**src/hw/rtl/double_word_by_word_divider_core_defines.svh**
```systemverilog
// Assertion macros for the double-word by word divider core.
// Used by the top level only; the bodies are empty when SYNTHESIS is defined.
`ifndef DOUBLE_WORD_BY_WORD_DIVIDER_CORE_DEFINES_SVH
`define DOUBLE_WORD_BY_WORD_DIVIDER_CORE_DEFINES_SVH

`ifndef SYNTHESIS

`define DWBWD_ASSERT_IMP(lbl, clk, rst, ante, cons) \
   lbl: assert property (@(posedge clk) disable iff (rst) (ante) |-> (cons)) \
      else $error("dwbwd: same-cycle check failed");

`define DWBWD_ASSERT_NXT(lbl, clk, rst, ante, cons) \
   lbl: assert property (@(posedge clk) disable iff (rst) (ante) |=> (cons)) \
      else $error("dwbwd: next-cycle check failed");

`else

`define DWBWD_ASSERT_IMP(lbl, clk, rst, ante, cons)

`define DWBWD_ASSERT_NXT(lbl, clk, rst, ante, cons)

`endif

`endif

```
**src/hw/rtl/dwbwd_pkg.sv**
```systemverilog
// Shared types and status codes for the double-word by word divider.
// No dependencies.
`default_nettype none

package dwbwd_pkg;

   localparam int STATUS_BITS = 2;

   localparam logic [STATUS_BITS-1:0] STATUS_OK       = 2'd0;
   localparam logic [STATUS_BITS-1:0] STATUS_DIV_ZERO = 2'd1;
   localparam logic [STATUS_BITS-1:0] STATUS_OVERFLOW = 2'd2;

   typedef struct packed {
      logic                   valid;
      logic [STATUS_BITS-1:0] status;
   } stage_ctrl_type;

endpackage

`default_nettype wire

```
**src/hw/rtl/dwbwd_precheck.sv**
```systemverilog
// Entry stage of the divider: masks the operands to the word width, classifies
// the request and registers it. Depends on dwbwd_pkg.
`default_nettype none

module dwbwd_precheck #(
   parameter int WORD_BITS = 64
) (
   input  logic                       clock,
   input  logic                       reset,
   input  logic                       enable,
   input  logic                       req_valid,
   input  logic [63:0]                req_dividend_high,
   input  logic [63:0]                req_dividend_low,
   input  logic [63:0]                req_divisor,
   output dwbwd_pkg::stage_ctrl_type  ctrl,
   output logic [WORD_BITS-1:0]       rem,
   output logic [WORD_BITS-1:0]       lq,
   output logic [WORD_BITS-1:0]       div
);

   logic [WORD_BITS-1:0] high_word;
   logic [WORD_BITS-1:0] low_word;
   logic [WORD_BITS-1:0] div_word;

   dwbwd_pkg::stage_ctrl_type ctrl_ff;
   dwbwd_pkg::stage_ctrl_type ctrl_in;
   logic [WORD_BITS-1:0]      rem_ff;
   logic [WORD_BITS-1:0]      lq_ff;
   logic [WORD_BITS-1:0]      div_ff;

   assign high_word = req_dividend_high[WORD_BITS-1:0];
   assign low_word  = req_dividend_low[WORD_BITS-1:0];
   assign div_word  = req_divisor[WORD_BITS-1:0];

   always_comb begin
      ctrl_in.valid = req_valid;
      if (div_word == '0) begin
         ctrl_in.status = dwbwd_pkg::STATUS_DIV_ZERO;
      end else if (high_word >= div_word) begin
         ctrl_in.status = dwbwd_pkg::STATUS_OVERFLOW;
      end else begin
         ctrl_in.status = dwbwd_pkg::STATUS_OK;
      end
   end

   always_ff @(posedge clock) begin
      if (reset) begin
         ctrl_ff <= '0;
      end else if (enable) begin
         ctrl_ff <= ctrl_in;
      end
   end

   always_ff @(posedge clock) begin
      if (enable) begin
         rem_ff <= high_word;
         lq_ff  <= low_word;
         div_ff <= div_word;
      end
   end

   assign ctrl = ctrl_ff;
   assign rem  = rem_ff;
   assign lq   = lq_ff;
   assign div  = div_ff;

endmodule

`default_nettype wire

```
**config.mk**
```make
export PLATFORM = sky130hd
export DESIGN_NAME = dwbwd_precheck
export DESIGN_NICKNAME = d
export VERILOG_FILES = /design/src/hw/rtl/double_word_by_word_divider_core_defines.svh /design/src/hw/rtl/dwbwd_pkg.sv /design/src/hw/rtl/dwbwd_precheck.sv
export SDC_FILE = /design/constraint.sdc
export NUM_CORES = 1
export LEC_CHECK = 0
export BUFFER_PORTS_ARGS = -buffer_cell sky130_fd_sc_hd__clkbuf_2
export CAP_MARGIN = 20
export CORE_AREA = 3 3 149 151
export DETAILED_ROUTE_END_ITERATION = 16
export DIE_AREA = 0 0 152 154
export HOLD_SLACK_MARGIN = 0.08
export PLACE_DENSITY = 0.68
export SYNTH_ARGS = -nofsm -noshare
export SYNTH_HDL_FRONTEND = slang
export SYNTH_SLANG_ARGS = --single-unit
```
**constraint.sdc**
```tcl
create_clock -name clock -period 1.3 [get_ports clock]
set_input_delay 0.065 -clock clock [delete_from_list [all_inputs] [get_ports clock]]
set_output_delay 0.065 -clock clock [all_outputs]
set_load 0.03 [all_outputs]
```
==> flow_metrics.env <==
export IMPL_reg2regPathDepth=3
export IMPL_insertion_delay_ns=0.41
export IMPL_maxSlewViolCount=0
export IMPL_drt_iter0_drc=324
export IMPL_hold_ws_ns=0.102
export IMPL_place_area_um2=10700
export IMPL_hold_depth=3
export IMPL_irDropWorstVdd_v=0.000828
export IMPL_crit_fanout=4
export IMPL_grt_max_degree=66
export IMPL_syn_nets=717
export IMPL_htree_levels=4
export IMPL_wl_mm=26.7
export IMPL_synth_top_cell_area_share=0.755
export IMPL_period_share=0.991
export IMPL_crit_path_end_kind="flip-flop"
export IMPL_netlist_area_um2=7640
export IMPL_drtPass1Iterations=4
export IMPL_start_util=0.365
export IMPL_vias=6620
export IMPL_worst_pin_slew_ns=0.413
export IMPL_ios=391
export IMPL_grt_pass1_wl_mm=39.3
export IMPL_cts_tree="built"
export IMPL_drv_cap=0
export IMPL_final_hold_violation_count=0
export IMPL_rows=53
export IMPL_syn_area_per_cell_um2=16.7
export IMPL_final_nets=1406
export IMPL_grt_overflow=0
export IMPL_reg2reg_setup_slack_ns=0.14
export IMPL_dp_hpwl_mm=18.6
export IMPL_status="finished, final reports clean"
export IMPL_ys_seq_area_frac=0.763
export IMPL_drive_above_1_share=0.481
export IMPL_slew_headroom=0.723
export IMPL_max_freq_ghz=0.776
export IMPL_antenna_found_initial=3
export IMPL_cts_buffer_depth=2
export IMPL_routedWlPerCell_um=18.6
export IMPL_cp_arrival_ns=1.64
export IMPL_fin_crit_ns=1.29
export IMPL_place_port_buffers=390
export IMPL_die_w_um=152
export IMPL_area_growth_pct=77.8
export IMPL_crit_path_start_kind="primary input"
export IMPL_whs_endpoint="div[22]"
export IMPL_r2r_end="ctrl[2]"
export IMPL_rsz0062_at_grt="true"
export IMPL_core_area_um2=21000
export IMPL_final_common_cell="clkbuf_2"
export IMPL_postSynthCellCount=457
export IMPL_clock_skew_ns=0
export IMPL_setup_viol=0
export IMPL_ys_ff_latch=195
export IMPL_die_area_um2=23400
export IMPL_hp_start="req_divisor[22]"
export IMPL_cts_made_buffers=17
export IMPL_path_class="primary input to flip-flop"
export IMPL_worstReg2RegStart="ctrl[2]"
export IMPL_grt_usage=0.216
export IMPL_yosysWarnings=0
export IMPL_grt_pass1_vias=7188
export IMPL_yosysTopAreaCell="edfxtp_1"
export IMPL_synthTopCellsByArea="edfxtp_1 75%, ha_1 10%, inv_1 3.3%"
export IMPL_cts_sinks=195
export IMPL_min_path_type="primary input to flip-flop"
export IMPL_power_density_nw_per_um2=1210
export IMPL_remaining_drc_errors=0
export IMPL_clock_tree_root_cell="clkbuf_16"
export IMPL_die_height_um=154
export IMPL_drtAntennaViolNets=0
export IMPL_place_gp_congestion=0.841
export IMPL_p_leak_nw=6.15
export IMPL_finalInstanceArea_um2=13600
export IMPL_power_total_mw=16.4
export IMPL_synth_cell_types=31
export IMPL_nFillCells=1533
export IMPL_via_per_inst=4.61
export IMPL_cp_required_ns=1.65
export IMPL_layout_common_cells="375 x clkbuf_2, 193 x dlygate4sd3_1, 192 x edfxtp_1, 86 x buf_4, 51 x inv_1"
export IMPL_clkTransAtPathRegs_ns=0.08
-- flip-flops by register name, indices dropped and copies added, names as in the netlist --
signal	cells
div	64
lq	64
rem	64
ctrl	3
-- report_power, final --
| part | internal (mW) | switching [mW] |
|---|---|---|
| Combinational | 1.36 | 2.00 |
| Clock | 2.79 | 2.66 |
| Sequential | 7.45 | 0.152 |
-- final cells by class --
class                           count  area, um^2  area share
Sequential cell                   195        5830       0.429
Clock buffer                       18         429      0.0316
Timing Repair Buffer              670        4660       0.343
Antenna cell                        1        2.50    0.000184
Tap cell                          275         344      0.0253
Multi-Input combinational cell    194        1870       0.138
Inverter                           68         258      0.0190
Clock inverter                     14         186      0.0137
-- logic make-up (layout without fill, tap and decap cells) --
| group | Yosys count | count (layout) | synth area share |
|---|---|---|---|
| flops | 195 | 195 | 0.763 |
| buf+inv | 68 | 770 | 0.0334 |
| mux | 1 | 1 | 0.00131 |
| other cells | 0 | 1 | 0 |
| fa+ha+maj | 64 | 64 | 0.105 |
| compound gates | 51 | 51 | 0.0395 |
| simple gates | 78 | 78 | 0.0583 |
-- metrics by stage --
step	util	instances	setup TNS, ns	setup WS [ns]
floorplan	-	457	-0.0427	-0.0427
global placement	0.509	1206	-0.990	-0.582
detailed placement	0.509	1206	-0.973	-0.573
CTS	0.632	1431	0	0.00794
global route	0.648	1435	-0.0842	-0.0842
finish	0.648	1435	0	0.0117
-- worst max-delay path by stage --
| stage | endpoint | startpoint | slack (ns) | cells past startpoint |
|---|---|---|---|---|
| global route | ctrl[1] | req_divisor[60] | -0.08 | 9 |
| finish | ctrl[1] | req_divisor[60] | 0.01 | 9 |
| global placement | ctrl[1] | req_divisor[25] | -0.58 | 9 |
| CTS | ctrl[1] | req_divisor[27] | 0.008 | 9 |
| detailed placement | ctrl[1] | req_divisor[25] | -0.57 | 9 |
| floorplan | ctrl[1] | req_divisor[43] | -0.04 | 8 |
-- per-layer routing --
layer / share of wire / global-route usage / vias to the layer above
li1: - / - / 3133
met1: 0.36 / 0.234 / 3139
met2: 0.54 / 0.396 / 280
met3: 0.068 / 0.0729 / 64
met4: 0.032 / 0.0749 / 4
met5: 0.0010 / 0 / -
-- Yosys cell counts --
master / number
and4_1: 1
a21boi_0: 1
o311a_1: 1
mux2i_1: 1
nor3_1: 4
edfxtp_1: 192
o21a_1: 1
nor4_4: 2
dfxtp_1: 3
nand4_1: 14
o2111ai_1: 1
nor4_1: 16
nand3_1: 7
o211ai_1: 1
a221oi_1: 2
a211oi_1: 5
nand4_2: 1
nor2b_1: 2
ha_1: 64
nor2_1: 9
inv_1: 68
and3_1: 1
a21oi_1: 26
o21ai_1: 1
nand2_1: 19
o22a_1: 1
nand2b_1: 1
o21ai_0: 8
nor4b_1: 1
a31oi_1: 1
a21o_1: 2
-- worst max-delay path, stage by stage --
cell      delay, ns
clkbuf_2       0.09
inv_1          0.04
ha_1           0.31
nand4_4        0.15
nor4_4         0.26
buf_4          0.17
nand4_1        0.14
o22a_1         0.25
a31oi_1        0.16
-- repair_timing --
action                                  in CTS  in global routing
hold buffers                               193                  0
endpoints found under the setup margin       1                  2
cloned                                       0                  0
buffers inserted                             0                  3
pin swaps                                    5                 18
resized for setup                            8                 64
hold endpoints to repair                   194                  0
Power figures use the tool's default switching activity.
