`src/hw/rtl/double_word_by_word_divider_core_defines.svh`:
```
// Assertion macros for the double-word by word divider core.
// Used by the top level only; the bodies are empty when SYNTHESIS is defined.
`ifndef DOUBLE_WORD_BY_WORD_DIVIDER_CORE_DEFINES_SVH
`define DOUBLE_WORD_BY_WORD_DIVIDER_CORE_DEFINES_SVH

`ifndef SYNTHESIS

`define DWBWD_ASSERT_IMP(lbl, clk, rst, ante, cons) \
   lbl: assert property (@(posedge clk) disable iff (rst) (ante) |-> (cons)) \
      else $error("dwbwd: same-cycle check failed");

`define DWBWD_ASSERT_NXT(lbl, clk, rst, ante, cons) \
   lbl: assert property (@(posedge clk) disable iff (rst) (ante) |=> (cons)) \
      else $error("dwbwd: next-cycle check failed");

`else

`define DWBWD_ASSERT_IMP(lbl, clk, rst, ante, cons)

`define DWBWD_ASSERT_NXT(lbl, clk, rst, ante, cons)

`endif

`endif

```
`src/hw/rtl/dwbwd_pkg.sv`:
```
// Shared types and status codes for the double-word by word divider.
// No dependencies.
`default_nettype none

package dwbwd_pkg;

   localparam int STATUS_BITS = 2;

   localparam logic [STATUS_BITS-1:0] STATUS_OK       = 2'd0;
   localparam logic [STATUS_BITS-1:0] STATUS_DIV_ZERO = 2'd1;
   localparam logic [STATUS_BITS-1:0] STATUS_OVERFLOW = 2'd2;

   typedef struct packed {
      logic                   valid;
      logic [STATUS_BITS-1:0] status;
   } stage_ctrl_type;

endpackage

`default_nettype wire

```
`src/hw/rtl/dwbwd_step.sv`:
```
// One restoring division step: shifts in one dividend bit, conditionally
// subtracts the divisor and registers one quotient bit. Depends on dwbwd_pkg.
`default_nettype none

module dwbwd_step #(
   parameter int WORD_BITS = 64
) (
   input  logic                       clock,
   input  logic                       reset,
   input  logic                       enable,
   input  dwbwd_pkg::stage_ctrl_type  ctrl_prev,
   input  logic [WORD_BITS-1:0]       rem_prev,
   input  logic [WORD_BITS-1:0]       lq_prev,
   input  logic [WORD_BITS-1:0]       div_prev,
   output dwbwd_pkg::stage_ctrl_type  ctrl,
   output logic [WORD_BITS-1:0]       rem,
   output logic [WORD_BITS-1:0]       lq,
   output logic [WORD_BITS-1:0]       div
);

   logic                 top_bit;
   logic [WORD_BITS-1:0] shifted;
   logic [WORD_BITS+1:0] diff;
   logic                 take;

   dwbwd_pkg::stage_ctrl_type ctrl_ff;
   logic [WORD_BITS-1:0]      rem_ff;
   logic [WORD_BITS-1:0]      rem_in;
   logic [WORD_BITS-1:0]      lq_ff;
   logic [WORD_BITS-1:0]      lq_in;
   logic [WORD_BITS-1:0]      div_ff;

   // The partial remainder stays below the divisor, so one extra bit holds the shift.
   assign top_bit = rem_prev[WORD_BITS-1];
   assign shifted = {rem_prev[WORD_BITS-2:0], lq_prev[WORD_BITS-1]};
   assign diff    = {1'b0, top_bit, shifted} - {2'b00, div_prev};
   assign take    = ~diff[WORD_BITS+1];
   assign rem_in  = take ? diff[WORD_BITS-1:0] : shifted;
   assign lq_in   = {lq_prev[WORD_BITS-2:0], take};

   always_ff @(posedge clock) begin
      if (reset) begin
         ctrl_ff <= '0;
      end else if (enable) begin
         ctrl_ff <= ctrl_prev;
      end
   end

   always_ff @(posedge clock) begin
      if (enable) begin
         rem_ff <= rem_in;
         lq_ff  <= lq_in;
         div_ff <= div_prev;
      end
   end

   assign ctrl = ctrl_ff;
   assign rem  = rem_ff;
   assign lq   = lq_ff;
   assign div  = div_ff;

endmodule

`default_nettype wire

```
`config.mk`:
```
export PLATFORM = sky130hd
export DESIGN_NAME = dwbwd_step
export DESIGN_NICKNAME = d
export VERILOG_FILES = /design/src/hw/rtl/double_word_by_word_divider_core_defines.svh /design/src/hw/rtl/dwbwd_pkg.sv /design/src/hw/rtl/dwbwd_step.sv
export SDC_FILE = /design/constraint.sdc
export NUM_CORES = 1
export LEC_CHECK = 0
export BUFFER_PORTS_ARGS = -buffer_cell sky130_fd_sc_hd__buf_2
export CAP_MARGIN = 20
export CORE_MARGIN = 3
export CORE_UTILIZATION = 40
export CTS_BUF_LIST = sky130_fd_sc_hd__clkbuf_16
export DETAILED_ROUTE_END_ITERATION = 8
export GPL_TIMING_DRIVEN = 0
export PLACE_DENSITY_LB_ADDON = 0.1
export RECOVER_POWER = 100
export SLEW_MARGIN = 10
export SYNTH_ARGS = -nofsm -noshare
export SYNTH_HDL_FRONTEND = slang
export SYNTH_SLANG_ARGS = --single-unit
```
`constraint.sdc`:
```
create_clock -name clock -period 3.1 [get_ports clock]
set_input_delay 0.31 -clock clock [delete_from_list [all_inputs] [get_ports clock]]
set_output_delay 0.31 -clock clock [all_outputs]
set_load 0.01 [all_outputs]
```
==> impl_results.md, run 1 <==
* Run status: finished, violations left
* Failing checks: max-capacitance violations, max-slew violations
* Maximum number of pins on one net before global-route repair at between 100 and 150
* Area of the placeable core at between 20000 and 30000 um2
* Nets@finish at 1629
* Max clock buf depth at 2
* First-iteration detailed-routing DRC count at 612
* Number of distinct library cells after synthesis at between 50 and 60
* Share of final-layout standard cells stronger than drive strength 1 at 20.3%
* Arr. time, crit path at ~3200 ps
* Total of warnings raised by yosys at 0
* Later-pin clock latency in the skew report at 440 ps
* Number of port buffers at 392
* CTS buffer count at 17
* Transition time at the pin with the least slew margin at 2330 ps
* Period utilization at a little over nine tenths
* Final setup skew at 0 ps
* Final routed wire length divided by cell count at 18.4 um
* Vias at approximately 8900
* Worst Setup Path Type: input pin to flip-flop
* Syn_nets at about 1200
* Seq pwr share at 44.0%
* Initial antenna violation count at 6
* Slew Limit Headroom at -55.5%
* # placed instances at around 1700
* Wire length of the first global-routing pass at around 48 mm
* Count of non-filler cells in the finished layout at 1714
* Final global-route overflow total at 0
* Final Hold Violating Endpoints at 0
* Final antenna-violating net count at 0
* Most congested layer reported by global routing: met2
* TritonCTS clock tree: yes
* Global-route usage over all layers at 21.4%
* Total of flip-flops plus latches after synthesis at 195
* Count of flip-flops with a built-in enable after synthesis at approximately 190
* Net switching power at 2.37 mW
* Synthesized area per cell at 11.1 um2
* Die Span Y at 168 um
* Net switching fraction of the power at between 30% and 40%
* Sum of routed wire length over all layers at 31.6 mm
* Vias per Instance at 5.17
* Internal at 5.15 mW
* Met2 capacity usage during global routing at 37.7%
* Seq/Total Area, Yosys at 55.8%
* # DRC at 0
* Die area at 28100 um2
* I/O pin cnt at around 400
* Root buffer cell: clkbuf_16
* Tot Pwr at 7.51 mW
* Leakage power at 5.58 nW
* Max_cap viols at 1
* Max Transition Viols Final at 87
* Met3 global-route usage at 5.59%
* Number of H-tree levels at 4
* Main synth FF type: edfxtp_1
* Portion of total power attributed to combinational logic at 23.7%
* Met1 usage in global routing at 26.0%
* Crit path capture type: flip-flop
* Cells after Synth at 943
* Initial cell density of the core at about two fifths
* Chip Width at 168 um
* Hold Crit Class: input pin to flip-flop
* Biggest fanout along the worst timing path at 5
* Number of rows in the core area at 58
* Share of flip-flops with an asynchronous set or reset at 0%
* Number of clock sinks seen by CTS at 195
* Portion of total power attributed to the clock network at 32.2%
* First-pass DRT Iterations at 6
* Placed wire-length estimate at roughly 24 mm
* Area added between synthesis and finish at 31.1%
* Via count of the first global-routing pass at 8758
* CP Launch Type: input pin
* Final Critical Period at 3030 ps
* Power density over the cells at 549 nW/um2
* Global placement routability congestion at 0.855
* VDD IR max at 312 uV
* Clock Pin Slew Worst Setup and Hold Paths at 90 ps
* Final setup violating endpoints at 0
* Achievable clock frequency at about 330 MHz
* Critical Path RT at around 3300 ps
* Area of the mapped netlist at 10400 um2
==> sequential cells by signal, summed over array words and instances, names as in the netlist <==
signal  flops
rem        64
ctrl        3
div        64
lq         64
==> path summary, 6_finish.rpt <==
kind	startpoint	endpoint	slack (ps)	cells after the start
hold reg to reg	ctrl[1]	ctrl[1]	510	2
setup reg to reg	ctrl[0]	ctrl[0]	2490	2
setup / recovery	lq_prev[63]	rem[52]	70	17
hold / removal	lq_prev[49]	lq[50]	40	1
==> logic make-up after synthesis <==
| kind of cell | count (synthesis) | synth area share, % |
|---|---|---|
| AOI/OAI and AO/OA | 267 | 15.9 |
| xor gates and xnor gates | 57 | 4.78 |
| adders and majority gates | 65 | 7.87 |
| buffers and inverters | 112 | 4.22 |
| DFF | 195 | 55.8 |
| muxes | 15 | 1.57 |
| and+or+nand+nor | 232 | 9.82 |
==> synthesized netlist by cell type (9+ instances only) <==
cell      count  share of area (%)
xor2_1       22                1.8
o21ai_0      31                1.5
nor2_1       97                3.5
clkbuf_1     16               0.58
buf_2        10               0.48
nand2_1      74                2.7
a21oi_1     135                6.5
edfxtp_1    192                 55
o21bai_1     16                1.2
ha_1         64                7.7
mux2_2       11                1.2
xnor2_1      35                2.9
o21a_1        9               0.65
inv_1        84                3.0
nand4_1      14               0.84
a21o_1       26                1.9
==> power groups by stage <==
stage          sequential, mW  combinational (mW)  clock, mW
6_report                 3.31                1.78       2.42
5_1_grt                  3.34                1.96       2.59
4_1_cts                  3.30                1.80       2.48
3_5_place_dp             3.36                1.73          0
3_3_place_gp             3.36                1.71          0
2_1_floorplan            3.52               0.844          0
==> worst max-delay path: stages <==
cell       delay [ps]
buf_2             110
inv_2              60
ha_4              120
inv_2              40
fa_2              380
a21o_1            200
a31o_4            250
a32oi_4           260
a21oi_4           120
o2111ai_2         250
nand4b_1          240
a211oi_4          270
buf_6             160
buf_4             110
o21bai_2           80
xnor2_1           160
a21oi_1            90
==> through the flow <==
stage / utilization, % / hold slack (ps) / instance area, um2 / TNS [ps] / setup slack (ps)
6_report: 53.9 / 35.7 / 13700 / 0 / 68.6
5_1_grt: 53.9 / 12.3 / 13700 / -1.74 / -1.74
4_1_cts: 54.0 / 20.7 / 13700 / 0 / 7.81
3_5_place_dp: 50.6 / 480 / 12900 / -59080 / -1030
3_3_place_gp: 50.5 / 471 / 12800 / -235270 / -989
2_1_floorplan: - / 382 / 10400 / -1.78 / -1.78
==> per-layer routing <==
metal  wire length, um  vias up  part of all wire (%)
met2             16100      313                    51
met3              2310       44                   7.3
met1             12700     4209                    40
met5                27        -                 0.085
li1                  -     4284                     -
met4               452        4                   1.4
==> timing repair <==
action	4_1_cts	5_1_grt
gates resized for setup	37	43
endpoints found under the setup margin	64	64
hold buffers	0	0
setup buffers	10	6
gates cloned	0	1
pin swaps	10	24
==> layout make-up <==
class                           instances  area [um2]
Buffer                                 22         140
Tap cell                              330         413
Timing Repair Buffer                  410        1850
Inverter                               84         315
Antenna cell                            5        12.5
Fill cell                            2497       11700
Clock inverter                         15         220
Clock buffer                           17         425
Sequential cell                       195        5830
Multi-Input combinational cell        636        4480
==> placed cells by master, fill, tap and decap left out, types with 6 or more instances in the layout <==
| cell | synthesis | routed |
|---|---|---|
| a21o_1 | 26 | 26 |
| a21oi_1 | 135 | 127 |
| a21oi_2 | 0 | 6 |
| a31oi_1 | 8 | 8 |
| and3_1 | 8 | 8 |
| buf_2 | 10 | 159 |
| buf_4 | 2 | 19 |
| clkbuf_1 | 16 | 244 |
| clkbuf_16 | 0 | 18 |
| edfxtp_1 | 192 | 192 |
| ha_1 | 64 | 50 |
| ha_4 | 0 | 11 |
| inv_1 | 84 | 82 |
| mux2_2 | 11 | 11 |
| nand2_1 | 74 | 73 |
| nand4_1 | 14 | 14 |
| nor2_1 | 97 | 96 |
| nor3_1 | 6 | 6 |
| o21a_1 | 9 | 9 |
| o21ai_0 | 31 | 22 |
| o21ai_1 | 0 | 8 |
| o21bai_1 | 16 | 15 |
| xnor2_1 | 35 | 35 |
| xor2_1 | 22 | 22 |
Power figures use the tool's default switching activity.
==> run 2: changes to the inputs <==
Settings changed: ABC_AREA set to 1, SLEW_MARGIN 10 to not set, TNS_END_PERCENT set to 100.
==> run 2 against run 1 <==
Effect of this change:
- clock-buffer cell count is the same
- critical endpoint is now rem[46]
- the run still ends with max-capacitance violations, max-slew violations left
- first-iteration DRC count up 37%
- largest power group unchanged
- routed wire length grew 41%
- synthesized cell count grew 87%
- cell count rose by 53%
==> impl_results.md, run 2 <==
* Run status: finished, violations left
* Failing checks: max-capacitance violations, max-slew violations
* Final instance area at 15800 um2 (+15%)
* Commonest cells after routing, fill and taps aside: nand2_1, inv_1, clkbuf_1
* Placed wire-length estimate at 37.3 mm (+57%)
* Total of flip-flops plus latches after synthesis at 195 (unchanged)
* Die area at 34700 um2 (+24%)
* Syn_nets at 2024 (+68%)
* First-iteration detailed-routing DRC count at 838 (+37%)
* Final setup violating endpoints at 0 (unchanged)
* Worst slack on hold paths at 30.2 ps (-5.47 ps)
* Initial antenna violation count at 2 (-4)
* Worst reg2reg path startpoint: ctrl[2]
* Pre-CTS setup slack at 91.1 ps (+1120 ps)
* Transition time at the pin with the least slew margin at 2060 ps (-268 ps)
* Library cell occupying the most area in the post-synthesis netlist: edfxtp_1
* Total of cells resized after clock tree synthesis at 0 (-100%)
* Final Critical Period at 2740 ps (-287 ps)
* Nets@finish at 2436 (+50%)
* Global-route usage over all layers at 25.3% (+3.9 points)
* Final antenna-violating net count at 0 (unchanged)
* Slowest cell on the critical path: nor2_4
* Most frequent cell after synthesis: nand2_1
* Max_cap viols at 1 (unchanged)
* Worst path buffer plus inverter count at 6 (+1)
* Wire length of the first global-routing pass at 67.6 mm (+42%)
* Global placement routability congestion at 0.912 (+6.8%)
* Share of the synthesized area in the top cell type at 44.3% (-11 points)
* Synthesized area per cell at 7.39 um2 (-33%)
* Later-pin clock latency in the skew report at 450 ps (about the same)
* Max incr delay on CP at 440 ps (+60 ps)
* Beginning of the worst hold path: lq_prev[52]
* Sum of routed wire length over all layers at 44.5 mm (+41%)
* Total of warnings raised by yosys at 0 (unchanged)
* Leading cell types by total area after synthesis: edfxtp_1, nand2_1, inv_1, ha_1, nand3_1
* Commonest cells in the synthesized netlist: nand2_1, inv_1, edfxtp_1, nand3_1, nor2_1
* Cell area reported after detailed placement at 15600 um2 (+21%)
* Maximum number of pins on one net before global-route repair at 117 (+6.4%)
* # placed instances at 2589 (+55%)
* Seq/Total Area, Yosys at 44.8% (-11 points)
* Initial cell density of the core at 40.9% (-0.16 points)
* Crit path from: div_prev[56]
* Final Hold Violating Endpoints at 0 (unchanged)
* Leakage power at 8.21 nW (+47%)
* Number of clock sinks seen by CTS at 195 (unchanged)
* Slew Limit Headroom at -37.7% (+18 points)
* Arr. time, crit path at 2950 ps (-270 ps)
* Number of port buffers at 392 (unchanged)
* Power density over the cells at 469 nW/um2 (-15%)
* Vias at 12300 (+39%)
* I/O pin cnt at 393 (unchanged)
* Count of flip-flops with a built-in enable after synthesis at 192 (unchanged)
* CTS buffer count at 17 (unchanged)
* Share of final-layout standard cells stronger than drive strength 1 at 10.4% (-9.9 points)
* Worst path setup slack after routing at 355 ps (+287 ps)
* Number of filler instances in the final layout at 3399 (+36%)
* Via count of the first global-routing pass at 12000 (+37%)
* # DRC at 0 (unchanged)
* Final routed wire length divided by cell count at 17.0 um (-7.9%)
* Root buffer cell: clkbuf_16
* Hold Buf Count CTS at 0 (unchanged)
* Main synth FF type: edfxtp_1
* Max clock buf depth at 2 (unchanged)
* Final global-route overflow total at 0 (unchanged)
* Die Span Y at 186 um (+11%)
* Worst Setup Path Type: input pin to flip-flop
* Number of H-tree levels at 4 (unchanged)
* Area of the placeable core at 31800 um2 (+25%)
* Setup repair after global routing missed its margin: no
* Area added between synthesis and finish at 21.1%
* Period utilization at 88.5% (-9.3 points)
* Most common cell after layout, fill and taps aside: nand2_1
* Chip Width at 186 um (+11%)
* Share of flip-flops with an asynchronous set or reset at 0% (unchanged)
* Area of the mapped netlist at 13000 um2 (+25%)
* Count of non-filler cells in the finished layout at 2623 (+53%)
* Clock Pin Slew Worst Setup and Hold Paths at 70 ps (-20 ps)
* Biggest fanout along the worst timing path at 10 (+5)
* CP Launch Type: input pin
* Crit path capture type: flip-flop
* Cells traversed along the worst timing path: clkbuf_1 > inv_1 > ha_1 > nand2_1 > inv_1 > a21oi_1 > inv_1 > o21ai_0 > nand3_1 > nor2_4 > nand2_1 > buf_8 > buf_12 > nand3_1 > nand2_1
* Post-CTS setup buffer count at 0 (-10)
* Vias per Instance at 4.68 (-9.4%)
* Category of cells accounting for the largest share of critical-path delay: simple AND/OR/NAND/NOR gates
* VDD IR max at 377 uV (+21%)
* Cells after Synth at 1761 (+87%)
* Achievable clock frequency at 364 MHz (+10%)
* Max Transition Viols Final at 81 (-6.9%)
* Number of distinct library cells after synthesis at 36 (-35%)
* Hold Crit Class: input pin to flip-flop
* TritonCTS clock tree: yes
* First-pass DRT Iterations at 6 (unchanged)
* Number of rows in the core area at 65 (+12%)
* Critical Path RT at 3310 ps (+20 ps)
* Final setup skew at 0 ps (unchanged)
==> run 2: cell types whose count changed in the layout (fill, tap and decap cells not counted), sizes merged, moves of 11 or more <==
| cell | delta |
|---|---|
| nor2 | +21 |
| nand3 | +141 |
| nand2 | +627 |
| buf | -19 |
| o21bai | -15 |
| inv | +300 |
| a21o | -26 |
| xnor2 | -34 |
| a21oi | -87 |
| o21ai | -26 |
| mux2 | -11 |
==> run 2: final timing paths <==
kind / end / slack, ps / cells after the start
worst min register to register: ctrl[1] / 460 / 2
worst max-delay path: rem[46] / 360 / 15
worst max register to register: ctrl[2] / 2540 / 2
worst min-delay path: lq[53] / 30 / 1
==> run 2: cell families (layout without fill, tap and decap cells) <==
| logic type | count (synthesis) | after routing | share of synthesized area (%) |
|---|---|---|---|
| adder cells (fa/ha/maj) | 65 | 65 | 6.31 |
| AO/OA/AOI/OAI | 54 | 54 | 2.15 |
| other | 0 | 2 | 0 |
| buffers and inverters | 405 | 830 | 12.1 |
| AND/OR/NAND/NOR | 1011 | 1011 | 32.5 |
| XOR/XNOR | 31 | 31 | 2.09 |
| flip-flops | 195 | 195 | 44.8 |
==> run 2: where the power goes <==
group	switching (mW)	leakage, nW	total (mW)	internal (mW)
Clock	1.06	0.278	2.11	1.05
Sequential	0.0653	1.90	3.29	3.23
Combinational	1.36	6.03	1.99	0.632
==> run 2: layout make-up <==
type,instances,area (um2),share of cell area (%)
inverters,385,1450,9.17
repair buffers,393,1690,10.7
diodes,2,5.00,0.0318
flip-flops and latches,195,5830,37.0
plain buffers,20,135,0.857
clock buffers,17,425,2.70
clock inverters,15,125,0.794
well taps,435,544,3.45
multi-input cells,1161,5570,35.3
==> run 2: routing by layer <==
layer | GRT usage [%] | vias to the layer above | part of all wire [%]
met1 | 33.4 | 5506 | 45
met3 | 4.70 | 48 | 6.7
met2 | 42.5 | 438 | 46
met5 | 0 | - | 0
met4 | 7.41 | 0 | 2.2
li1 | - | 6281 | -
==> run 2: through the flow <==
stage / power (mW) / utilization (%) / setup TNS (ps)
floorplan: 4.54 / - / 0
global placement: 5.42 / 48.8 / -149140
detailed placement: 5.42 / 48.9 / 0
CTS: 7.54 / 50.6 / 0
global route: 7.82 / 49.6 / 0
finish: 7.40 / 49.6 / 0
